===== src/hdl/tss_ram.sv =====
// Generic single-write, single-read synchronous RAM with registered read data.
// No dependencies.
module tss_ram #(
   parameter int WIDTH = 32,
   parameter int DEPTH = 64
) (
   input  logic                     clock,
   input  logic                     wr_en,
   input  logic [$clog2(DEPTH)-1:0] wr_addr,
   input  logic [WIDTH-1:0]         wr_data,
   input  logic                     rd_en,
   input  logic [$clog2(DEPTH)-1:0] rd_addr,
   output logic [WIDTH-1:0]         rd_data
);

   logic [WIDTH-1:0] mem [DEPTH];

   always_ff @(posedge clock) begin
      if (wr_en) begin
         mem[wr_addr] <= wr_data;
      end
      if (rd_en) begin
         rd_data <= mem[rd_addr];
      end
   end

endmodule


===== config.mk =====
export PLATFORM = sky130hd
export DESIGN_NAME = tss_ram
export DESIGN_NICKNAME = d
export VERILOG_FILES = /design/src/hdl/tss_ram.sv
export SDC_FILE = /design/constraint.sdc
export NUM_CORES = 2
export LEC_CHECK = 0
export ABC_AREA = 1
export BUFFER_PORTS_ARGS = -buffer_cell sky130_fd_sc_hd__buf_2
export CORE_ASPECT_RATIO = 0.9
export CORE_MARGIN = 3
export CORE_UTILIZATION = 50
export DETAILED_ROUTE_END_ITERATION = 16
export PLACE_DENSITY = 0.76
export REMOVE_ABC_BUFFERS = 1
export SETUP_SLACK_MARGIN = 0.3
export SLEW_MARGIN = 25
export SYNTH_ARGS = -nofsm -noshare
export SYNTH_HDL_FRONTEND = slang
export SYNTH_SLANG_ARGS = --single-unit

===== constraint.sdc =====
create_clock -name clock -period 14.7 [get_ports clock]
set_input_delay 2.94 -clock clock [delete_from_list [all_inputs] [get_ports clock]]
set_output_delay 2.94 -clock clock [all_outputs]
set_load 0.02 [all_outputs]

# ---- Word-level counts from Yosys, hierarchy flattened
# Memories as Yosys holds them, arrays and structs flattened. A register that Yosys moved wholly into a read port is not among the register bits.
# Index checks and enable logic that the tools add are counted.
dict set report totals {
  ff_bits 0
  ram_bits 2048
  inputBits 47
  out_inout_bits 32
  word_cells 3
  n_memories 1
}
dict set report op_classes {
  mux 2
}
# memory depth word_bits rd rd_clocked_by_memory_dff write_ports line
set mem_list {}
lappend mem_list {mem 64 32 1 1 1 16} ;# logic [WIDTH-1:0] mem [DEPTH];
# cell count
set ops {}
lappend ops {{two-way mux 1 bit} 2}

# ---- Logic depth before layout (Yosys ltp)
dict set report logic_depth {
  ltp_word 2
  mapped_depth 13
  mapped_depth_nobuf 9
}

# ---- Least setup slack after synthesis
# OpenSTA, ideal clock, no wires.
dict set report synth_timing {
  path_kind {in2reg}
  startpoint {input wr_en}
  endpoint {memory mem[48][0] (enable)}
  setup_ps 502
  arrival_ps 6568
  required_time_ps 14198
  slack_ps 7630
  stages 3
  n_path_buf 1
  cell_sequence {clkbuf_1 -> nand4_1 -> nor4_1}
}
dict set report synth_between {
  elab_chain_len 2
}
# element line
set synth_rtl {}
lappend synth_rtl {{start: declaration} 8} ;# input logic wr_en,
lappend synth_rtl {{two-way mux 1 bit} 19} ;# if (wr_en) begin
lappend synth_rtl {{two-way mux 1 bit (not written as such)} 20} ;# mem[wr_addr] <= wr_data;
lappend synth_rtl {{end: declaration} 16}
# Every way passes these cells.

==> reports/results.env <==
CLOCKROOTBUFFER='sky130_fd_sc_hd__clkbuf_16'
DRT_PASS1_ITERATIONS=6
CLOCK_TREE.BUFFER_DEPTH=3
POWER-PER-CELL-AREA_mW_PER_MM2=133
DR.FIRST_ITER.DRC_COUNT=8686
NUMBER_OF_STORAGE_ELEMENTS_IN_THE_SYNTHESIS_NETLIST=2080
POST_CTS_HOLD_BUFFER_COUNT=0
DIE_WIDTH_UM=436
ROUTED_WL_MM=230
CORE_AREA_MM2=0.165
CTSHTREEMAXLEVEL=4
FLOORPLAN.INITIALDENSITY_PCT=50.5
WORST_PATH_MAX_DELAY_CELL='sky130_fd_sc_hd__buf_4'
SETUP.REG_TO_REG.WORST_SLACK_NS=12.87
COMMONEST_NON_FILL_NON_TAP_CELLS_IN_THE_LAYOUT='sky130_fd_sc_hd__nand2_1, sky130_fd_sc_hd__edfxtp_1, sky130_fd_sc_hd__nand3_1'
PORT-BUFFER-COUNT=78
GRT_MAX_DEGREE=201
WORST-PATH-STAGES=11
CLOCK_SINK_COUNT=2080
P_LEAK_nW=31.9
SEQ_AREA_FRAC_SYNTH_PCT=75.2
MOST_FREQUENT_CELL_ON_THE_CRITICAL_PATH='sky130_fd_sc_hd__nand3_1'
SLOWEST_DELAY_NS=0.89
DP.FINAL_HPWL_MM=115
FIRST_PASS_GRT_WIRE_LENGTH_MM=338
MAX_FREQ_MHz=155
NUMBER_OF_GATES_GIVEN_A_NEW_DRIVE_STRENGTH_AFTER_CTS=0
CORE.ROWCOUNT=141
FINAL_PERIOD_MINUS_WORST_SETUP_SLACK_NS=6.43
ROUTED_WIRE_LENGTH_PER_INSTANCE_UM=25.3
YOSYSWARNINGS=0
REGTOREGENDPOINT='rd_data[1]'
WORST-PATH-MAX-FANOUT=110
POST-CTS-SETUP-BUFFERS=0
SYNTH_CELLS=6769
DESIGN.DIE.AREA_MM2=0.171
CLKSLEWWORSTSETUPHOLDPATHS_NS=0.06
OUTCOME='completed'
STARTPOINT_TYPE='input port'
FINAL_HOLD_VIOL_COUNT=0
DIEHEIGHT_UM=393
WORST-SETUP-PATH-TYPE='input port to register'
WORST_VOLTAGE_DROP_ACROSS_THE_VDD_GRID_mV=0.143
ANT_NETS=0
FINAL-MAX-SLEW-VIOLATION-COUNT=0
GLOBALROUTETOTALUTIL_PCT=26.5
MIN_PATH_TYPE='register to register'
LAYOUT_WORST_PATH_CYCLE_SHARE_PCT=43.7
POST_SYNTH_NUM_CELL_TYPES=15
SETUP_VIOL=0
CRITICAL_PATH.TOP_DELAY_FAMILY='buffers and inverters'
WORST-SLEW-PIN-TRANSITION_NS=1.17
GRT_SETUP_UNREPAIRED='false'
WORST-ENDPOINT-ARRIVAL_NS=7.02
REG2REG_DEPTH=8
REQUIRED_NS=15.29
CLOCK_INSERTION_DELAY_WORST_SKEW_NS=0.85
CTS_TREE='yes'
SYNTHDOMINANTAREACELLTYPE='sky130_fd_sc_hd__edfxtp_1'
SYNTH.CELL_AREA_MM2=0.0831
FINAL_NET_COUNT=6772
DETAIL_ROUTE.VIAS_PER_CELL=6.07
POST-ROUTE-DRC-COUNT=0
CRIT_CHAIN='buf_8 -> buf_4 -> buf_4 -> buf_4 -> nand3_1 -> nand3_1 -> nand3_1 -> nand3_1 -> nand2_1 -> nand2_1 -> nand2_1'
WORST_SLEW_MARGIN_REL_PCT=22.0
DRIVE_GT1_SHARE_PCT=7.78
TOTAL_NEGATIVE_SLACK_NS=0
CTS_MADE_BUFFERS=198
CRITICAL_PATH.STARTPOINT='rd_addr[1]'
POWER.TOTAL_mW=12.2
MIN_PATH_CELLS=8
POST_SYNTH_MAIN_AREA_CONTRIBUTORS='sky130_fd_sc_hd__edfxtp_1, sky130_fd_sc_hd__nand3_1, sky130_fd_sc_hd__nand2_1, sky130_fd_sc_hd__buf_2, sky130_fd_sc_hd__buf_4'
CRITPATHCAPTURETYPE='register'
TOTAL_GRT_OVERFLOW=0
FIRST_GLOBAL_VIAS=52576
WORST_REG2REG_PATH_STARTPOINT='mem[1][1]'
SYNTH_TOP_CELL_AREA_SHARE_PCT=75.2
ROUTED-VIA-COUNT=55210
SYN2LAYOUT_AREA_GROWTH_PCT=10.5
GP_CONGESTION=0.835
CP_ENDPOINT='rd_data[27]'
IO-PIN-COUNT=79
LAYOUT.CELLS.MOST_COMMON='sky130_fd_sc_hd__nand2_1'
TIMING.CLOCK.SKEW_NS=0.0238
GRT_ANTENNA_BEFORE_REPAIR=10
MAX-CAP-VIOLATIONS=0
POSTSYNTHAREAPERCELL_UM2=12.3
BUF_INV_STAGES_CRIT_PATH=4
==> routing by layer <==
metal / vias to the layer above / share of wire, % / GRT usage, %
li1: 24060 / - / -
met1: 26394 / 35 / 35.0
met2: 4073 / 46 / 41.2
met3: 681 / 13 / 5.66
met4: 2 / 5.9 / 14.6
met5: - / 0.0052 / 0
==> final cells by class <==
| cell class | count | area (um^2) |
|---|---|---|
| fill | 12708 | 72900 |
| sequential | 2080 | 62500 |
| multi-input combinational | 4228 | 18800 |
| clock buffer | 248 | 5160 |
| tap | 2216 | 2770 |
| timing repair buffer | 205 | 1580 |
| clock inverter | 106 | 887 |
| inverter | 12 | 82.6 |
| antenna | 7 | 17.5 |
==> synth_stat cells <==
cell / n
sky130_fd_sc_hd__nand2_1: 2248
sky130_fd_sc_hd__clkbuf_1: 77
sky130_fd_sc_hd__buf_4: 45
sky130_fd_sc_hd__edfxtp_1: 2080
sky130_fd_sc_hd__nand4_1: 9
sky130_fd_sc_hd__buf_6: 3
sky130_fd_sc_hd__nand3_1: 1907
sky130_fd_sc_hd__inv_2: 2
sky130_fd_sc_hd__nor2_1: 56
sky130_fd_sc_hd__inv_1: 9
sky130_fd_sc_hd__inv_4: 1
sky130_fd_sc_hd__buf_2: 282
sky130_fd_sc_hd__buf_8: 2
sky130_fd_sc_hd__nor4_1: 8
sky130_fd_sc_hd__buf_1: 40
==> where the power goes <==
group / total [mW] / internal [mW] / switching (mW)
Combinational: 0.717 / 0.167 / 0.550
Sequential: 6.60 / 6.58 / 0.0252
Clock: 4.84 / 2.67 / 2.18
Total: 12.2 / 9.41 / 2.75
==> sequential cells by signal, indices dropped and copies added, names as in the netlist <==
signal and flops:
mem 2048, rd_data 32
==> logic make-up (layout without fill, tap and decap cells) <==
family,after synthesis,count (layout),share of synthesized area (%)
buffers and inverters,461,571,2.77
other,0,7,0
and+or+nand+nor,4228,4228,22.0
DFF,2080,2080,75.2
==> worst min path at each step <==
| stage | slack [ns] | from | end |
|---|---|---|---|
| floorplan | 0.80 | mem[52][18] | rd_data[18] |
| detailed placement | 0.86 | mem[4][2] | rd_data[2] |
| finish | 0.89 | mem[52][19] | rd_data[19] |
| CTS | 0.87 | mem[8][2] | rd_data[2] |
| global route | 0.93 | mem[10][2] | rd_data[2] |
| global placement | 0.84 | mem[4][2] | rd_data[2] |
==> through the flow <==
step | std cells | setup slack [ns] | cell area (um^2) | hold WS [ns] | utilization, %
3_3_place_gp | 8736 | 7.58 | 85500 | 0.839 | 51.9
3_5_place_dp | 8740 | 7.59 | 85600 | 0.860 | 52.0
2_1_floorplan | 6320 | 6.15 | 80800 | 0.796 | -
6_report | 9102 | 8.27 | 91700 | 0.885 | 55.7
5_1_grt | 9099 | 8.16 | 91700 | 0.932 | 55.7
4_1_cts | 9094 | 8.42 | 91700 | 0.866 | 55.7
==> worst min-delay path, delay by kind of cell, from the launching register on <==
family,cells,cell delay [ns]
simple gates,8,0.47
flops,1,0.32
No activity file was read; power rests on OpenSTA's default activity.
