$ cat src/hdl/tss_div.sv
// Iterative restoring divider for signed fixed point: one quotient bit per cycle,
// saturating result. No dependencies.
module tss_div #(
   parameter int DATA_WIDTH = 32,
   parameter int FRAC_BITS  = 16
) (
   input  logic                         clock,
   input  logic                         reset,
   input  logic                         start,
   input  logic signed [DATA_WIDTH-1:0] numer,
   input  logic signed [DATA_WIDTH-1:0] denom,
   output logic                         done,
   output logic signed [DATA_WIDTH-1:0] quotient
);

   localparam int W  = DATA_WIDTH;
   localparam int QW = DATA_WIDTH + FRAC_BITS;
   localparam int CW = $clog2(QW + 1);

   logic [QW-1:0] dvd_ff, dvd_in, quo_ff, quo_in;
   logic [W-1:0]  rem_ff, rem_in, den_ff, den_in;
   logic [CW-1:0] cnt_ff, cnt_in;
   logic          busy_ff, busy_in, neg_ff, neg_in, done_ff, done_in;
   logic signed [W-1:0] res_ff, res_in;
   logic [W:0]    rem_sh;
   logic [QW-1:0] limit;
   logic [W-1:0]  mag_n, mag_d, q_lo;

   always_comb begin
      mag_n  = numer[W-1] ? (~numer + W'(1)) : numer;
      mag_d  = denom[W-1] ? (~denom + W'(1)) : denom;
      dvd_in = dvd_ff;
      quo_in = quo_ff;
      rem_in = rem_ff;
      den_in = den_ff;
      cnt_in = cnt_ff;
      busy_in = busy_ff;
      neg_in = neg_ff;
      done_in = 1'b0;
      res_in = res_ff;
      rem_sh = {rem_ff, dvd_ff[QW-1]};
      limit  = neg_ff ? (QW'(1) << (W - 1)) : ((QW'(1) << (W - 1)) - QW'(1));
      q_lo   = '0;
      if (start) begin
         dvd_in  = QW'(mag_n) << FRAC_BITS;
         quo_in  = '0;
         rem_in  = '0;
         den_in  = mag_d;
         cnt_in  = CW'(QW);
         busy_in = 1'b1;
         neg_in  = numer[W-1] != denom[W-1];
      end else if (busy_ff) begin
         if (cnt_ff != '0) begin
            dvd_in = dvd_ff << 1;
            cnt_in = cnt_ff - CW'(1);
            if (rem_sh >= {1'b0, den_ff}) begin
               rem_in = W'(rem_sh - {1'b0, den_ff});
               quo_in = {quo_ff[QW-2:0], 1'b1};
            end else begin
               rem_in = rem_sh[W-1:0];
               quo_in = {quo_ff[QW-2:0], 1'b0};
            end
         end else begin
            q_lo    = (quo_ff > limit) ? limit[W-1:0] : quo_ff[W-1:0];
            res_in  = neg_ff ? -q_lo : q_lo;
            busy_in = 1'b0;
            done_in = 1'b1;
         end
      end
   end

   always_ff @(posedge clock) begin
      if (reset) begin
         busy_ff <= 1'b0;
         done_ff <= 1'b0;
      end else begin
         busy_ff <= busy_in;
         done_ff <= done_in;
      end
      dvd_ff <= dvd_in;
      quo_ff <= quo_in;
      rem_ff <= rem_in;
      den_ff <= den_in;
      cnt_ff <= cnt_in;
      neg_ff <= neg_in;
      res_ff <= res_in;
   end

   assign done     = done_ff;
   assign quotient = res_ff;

endmodule

$ cat config.mk
export PLATFORM = sky130hd
export DESIGN_NAME = tss_div
export DESIGN_NICKNAME = d
export VERILOG_FILES = /design/src/hdl/tss_div.sv
export SDC_FILE = /design/constraint.sdc
export NUM_CORES = 1
export LEC_CHECK = 0
export BUFFER_PORTS_ARGS = -buffer_cell sky130_fd_sc_hd__buf_2
export CAP_MARGIN = 20
export CORE_MARGIN = 5
export CORE_UTILIZATION = 60
export DETAILED_ROUTE_END_ITERATION = 7
export HOLD_SLACK_MARGIN = 0.03
export PLACE_DENSITY = 0.8
export REMOVE_ABC_BUFFERS = 1
export SYNTH_ARGS = -nofsm -noshare
export SYNTH_HDL_FRONTEND = slang
export SYNTH_SLANG_ARGS = --single-unit
$ cat constraint.sdc
create_clock -name clock -period 9.6 [get_ports clock]
set_clock_uncertainty 0.2 [all_clocks]
set_input_delay 1.92 -clock clock [delete_from_list [all_inputs] [get_ports clock]]
set_output_delay 1.92 -clock clock [all_outputs]
set_load 0.01 [all_outputs]
* After elaboration in Yosys (flattened, before gate mapping) *
Cells that the tools add are included.
Widths: inputs -> output; s select.

operators by class
  add/subtract/negate cells = 5
  multipliers = 0
  divide/modulo/power cells = 0
  magnitude comparators = 2
  equality and inequality tests = 1
  shift-type cells = 0
  mux-type cells = 14
  bitwise logic cells = 5
  reduce and logical (&&, ||, !) cells = 7

operator list
  kind                   number
  $mux 32                5
  $mux 48                3
  $add 32x2->32 const B  2
  $not 32->32            2
  $gt 48x32->1           1
  $ge 33x32->1           1
  $neg 32->32            1
  $sub 32x32->32         1
  $mux 31                1
  $reduce_bool 6->1      1
  $sub 6x1->6 const B    1
  $mux 1                 5
  $reduce_and 2->1       2
  $reduce_bool 2->1      2
  $not 1->1              3
  $reduce_and 3->1       1
  $reduce_or 3->1        1
  $ne 1x1->1             1

storage, ports and cells
  flip-flop bits (word level) = 185
  latch bits = 0
  RAM bits = 0
  ROM bits = 0
  logic and storage cells = 44
  memories kept = 0

* Logic depth before layout (Yosys ltp) *
  depth after elaboration = 5
  mapped depth = 18

* Least setup slack after synthesis *
OpenSTA, ideal clock, no wires.

  kind = input-to-reg
  start point = input port start
  end point = register res_ff[0] (netlist: quotient[0]) (enable)
  data arrival time = 4.511 ns
  required time = 8.931 ns
  setup slack = 4.419 ns
  cell stages on the path = 2
  cells stage by stage = clkbuf_1 -> nor3b_1

on the way
  word-level cells in the longest chain between the ends = 2

RTL lines
  element                     RTL line  text
  from (decl)                 9         input logic start,
  $not 1->1 (no line)         --
  $reduce_and 3->1 (no line)  --
  to (signal assigned)        86        res_ff <= res_in;
  to (decl)                   24        logic signed [W-1:0] res_ff, res_in;

No other way between the ends.
A chain may end at the register's enable or synchronous reset.

* Worst setup path in the final report *
  start point = register neg_ff
  end point = register res_ff[10] (netlist: quotient[10]) (data pin)

on the way
  word-level cells in the longest chain between the ends = 5

RTL lines
  element                 RTL line  text
  from (decl)             23        logic busy_ff, busy_in, neg_ff, neg_in, done_ff, done_in;
  from (signal assigned)  85        neg_ff <= neg_in;
  $mux 32                 42        limit = neg_ff ? (QW'(1) << (W - 1)) : ((QW'(1) << (W - 1)) - QW'(1));
  $gt 48x32->1            64        q_lo = (quo_ff > limit) ? limit[W-1:0] : quo_ff[W-1:0];
  $mux 32                 64
  $neg 32->32             65        res_in = neg_ff ? -q_lo : q_lo;
  $mux 32 (*)             65

Every way passes the cells marked *; elsewhere a longest branch is shown, timed or not.

==> metrics.yaml <==
synth_cells: 1196
io_buffer_count: 99
critPathKind: "reg -> reg"
synth_seq_cells: 185
rsz0062_at_grt: "false"
hold_ws_ns: 0.258
first_pass_iters: 5
hp-start: "rem_ff[31]$_SDFFE_PP0P_"
fp.dieH_um: 146
fin_cells: 1504
crit_top_cell: "nand2_1"
drc: 0
crit_start: "neg_ff$_DFFE_PP_"
dpl.cell_count: 1471
syn_area_um2: 11100
via_count: 9156
hold_viol: 0
diodes: 0
clock.fmax_mhz: 169
post_cts_resized: 0
wirelength_um: 23900
critPathSlowestCell: "nor2_1"
final_common_cell: "buf_2"
ant_nets: 0
initial_core_util: 0.614
power-per-cell-area_nw_per_um2: 159
clock-root-buffer: "clkbuf_16"
gp_congestion: 0.911
ys_seq_area_frac: 0.420
ys.warnings.count: 0
async_flop_share: 0
ir_drop_uv: 139
layout_common_cells: "buf_2 (98), edfxtp_1 (97), a21oi_1 (94)"
max_stage_delay_ns: 0.66
grt_pass1_wl_um: 40900
num_io_pins: 100
cts_buffers: 17
slew_headroom: 0.427
synth_area_per_cell_um2: 9.31
grt_max_degree: 88
grtUsageTotal: 0.225
post-route-min-period_ns: 5.93
reg2reg_from: "neg_ff$_DFFE_PP_"
start_kind: "register"
clk_latency_ns: 0.44
overflow: 0
setup_tns_ns: 0
detail_route.wl_per_cell_um: 15.9
dp_hpwl_um: 16600
synth_cell_types: 62
die-width_um: 146
worstPathRequired_ns: 9.59
post_cts_buffers: 0
fin_nets: 1399
n_fill_cell: 1459
cts_hold_buffers: 0
dieArea_um2: 21400
synth-edff-count: 97
end_kind: "register"
dp_slack_ns: 3.77
status: "finished, final reports clean"
hold_path.class: "reg -> reg"
areaGrowthSynthToFinish_pct: 11.5
worstPathCellList: "buf_4, clkinv_1, ha_1, nand4_1, or3_1, nor3_1, nand2_1, nand2_1, a2bb2oi_1, buf_4, nor2_1, a21oi_1, ha_1, nand2_1, nor2_1, a311oi_1, o21a_1"
synth_ff_type: "edfxtp_1"
reg2reg_slack_ns: 3.67
row_count: 49
drv_slew: 0
antenna_found_initial: 0
multi_input_area_um2: 6060
finalCritPeriodShare: 0.617
clkSinkCount: 185
drive_gt1_frac: 0.122
cts_buffer_depth: 2
seq_area_um2: 4670
grt_pass1_vias: 8610
tightest_slew_ns: 0.859
cts_tree: "yes"
cp_max_fo: 70
vias_per_cell: 6.09
core_area_um2: 18100
leakagePower_nw: 5.24
dr.first_iter.drc_count: 735
worst_slack_ns: 3.67
maxCapViolCount: 0
crit_arrival_ns: 5.92
clkTransAtPathRegs_ns: 0.07
finalSetupViolCount: 0
htreeDepth: 4
-- registers in the layout (all words and copies together) (netlist names) --
name / count
cnt_ff: 6
quotient: 32
den_ff: 32
neg_ff: 1
rem_ff: 32
busy_ff: 1
dvd_ff: 32
quo_ff: 48
done: 1
-- through the flow --
step / power [mW] / util / instance area, µm²
after detailed placement: 1.26 / 0.650 / 11800
after global routing: 2.07 / 0.685 / 12400
after global placement: 1.25 / 0.650 / 11800
final: 1.97 / 0.685 / 12400
after CTS: 1.97 / 0.683 / 12400
after floorplan: 1.16 / - / 10900
-- cell type report --
cell class              count  area share
clock buffers              19      0.0374
clock inverters            13      0.0119
inverters                  56      0.0169
multi-input cells         894       0.488
flip-flops and latches    185       0.376
well taps                 229      0.0231
repair buffers            108      0.0465
-- Yosys cell counts, types with 3 or more instances --
cell | count | area share
a211o_1 | 3 | 0.0024
a211oi_1 | 11 | 0.0074
a21o_1 | 27 | 0.018
a21oi_1 | 94 | 0.042
a22o_1 | 57 | 0.045
a2bb2oi_1 | 3 | 0.0024
a311oi_1 | 6 | 0.0047
a31oi_1 | 12 | 0.0067
a32oi_1 | 5 | 0.0039
and2_1 | 7 | 0.0039
and3_1 | 5 | 0.0028
buf_1 | 6 | 0.0020
clkbuf_1 | 55 | 0.019
dfxtp_1 | 88 | 0.16
edfxtp_1 | 97 | 0.26
ha_1 | 69 | 0.077
inv_1 | 55 | 0.019
mux2i_1 | 11 | 0.0099
nand2_1 | 82 | 0.028
nand2b_1 | 17 | 0.0095
nand3_1 | 20 | 0.0090
nand3b_1 | 4 | 0.0027
nand4_1 | 18 | 0.010
nand4b_1 | 4 | 0.0031
nor2_1 | 93 | 0.031
nor2b_1 | 14 | 0.0079
nor3_1 | 26 | 0.012
nor3b_1 | 7 | 0.0047
nor4_1 | 11 | 0.0062
o211ai_1 | 4 | 0.0027
o21a_1 | 12 | 0.0081
o21ai_0 | 90 | 0.040
o22ai_1 | 4 | 0.0022
o311ai_0 | 5 | 0.0039
o31a_1 | 3 | 0.0024
o31ai_1 | 22 | 0.015
o41ai_1 | 5 | 0.0039
or3_1 | 15 | 0.0084
or3_4 | 3 | 0.0030
or4_1 | 9 | 0.0061
xnor2_1 | 41 | 0.032
xor2_1 | 48 | 0.038
-- metal layers --
metal | GRT usage | routed length (µm) | up-vias
met5 | 0 | 0 | -
met3 | 0.0434 | 1140 | 50
li1 | - | - | 4590
met2 | 0.370 | 11400 | 235
met4 | 0.0715 | 502 | 0
met1 | 0.301 | 10900 | 4281
-- worst paths after layout --
check / cells after the start / to
max: 17 / quotient[10]$_DFFE_PP_
min: 2 / rem_ff[31]$_SDFFE_PP0P_
max reg2reg: 17 / quotient[10]$_DFFE_PP_
min reg2reg: 2 / rem_ff[31]$_SDFFE_PP0P_
-- critical path, delay by kind of cell (launching register included) --
kind	cells	cell delay, ns
AND/OR/NAND/NOR	8	2.09
buffers and inverters	3	1.45
adder cells (fa/ha/maj)	2	0.99
AO/OA/AOI/OAI	4	0.60
flip-flops	1	0.33
-- cells by family after synthesis --
group / synth area share
adders and majority gates: 0.0793
and+or+nand+nor: 0.156
AOI/OAI and AO/OA: 0.226
xor gates and xnor gates: 0.0700
muxes: 0.00988
buffers and inverters: 0.0394
DFF: 0.420
-- report_power, final --
group          internal, mW  switching (mW)  leakage (nW)
combinational         0.136           0.213          3.29
clock                 0.392           0.327         0.303
sequential            0.883          0.0184          1.64
(Power assumes the default switching activity.)
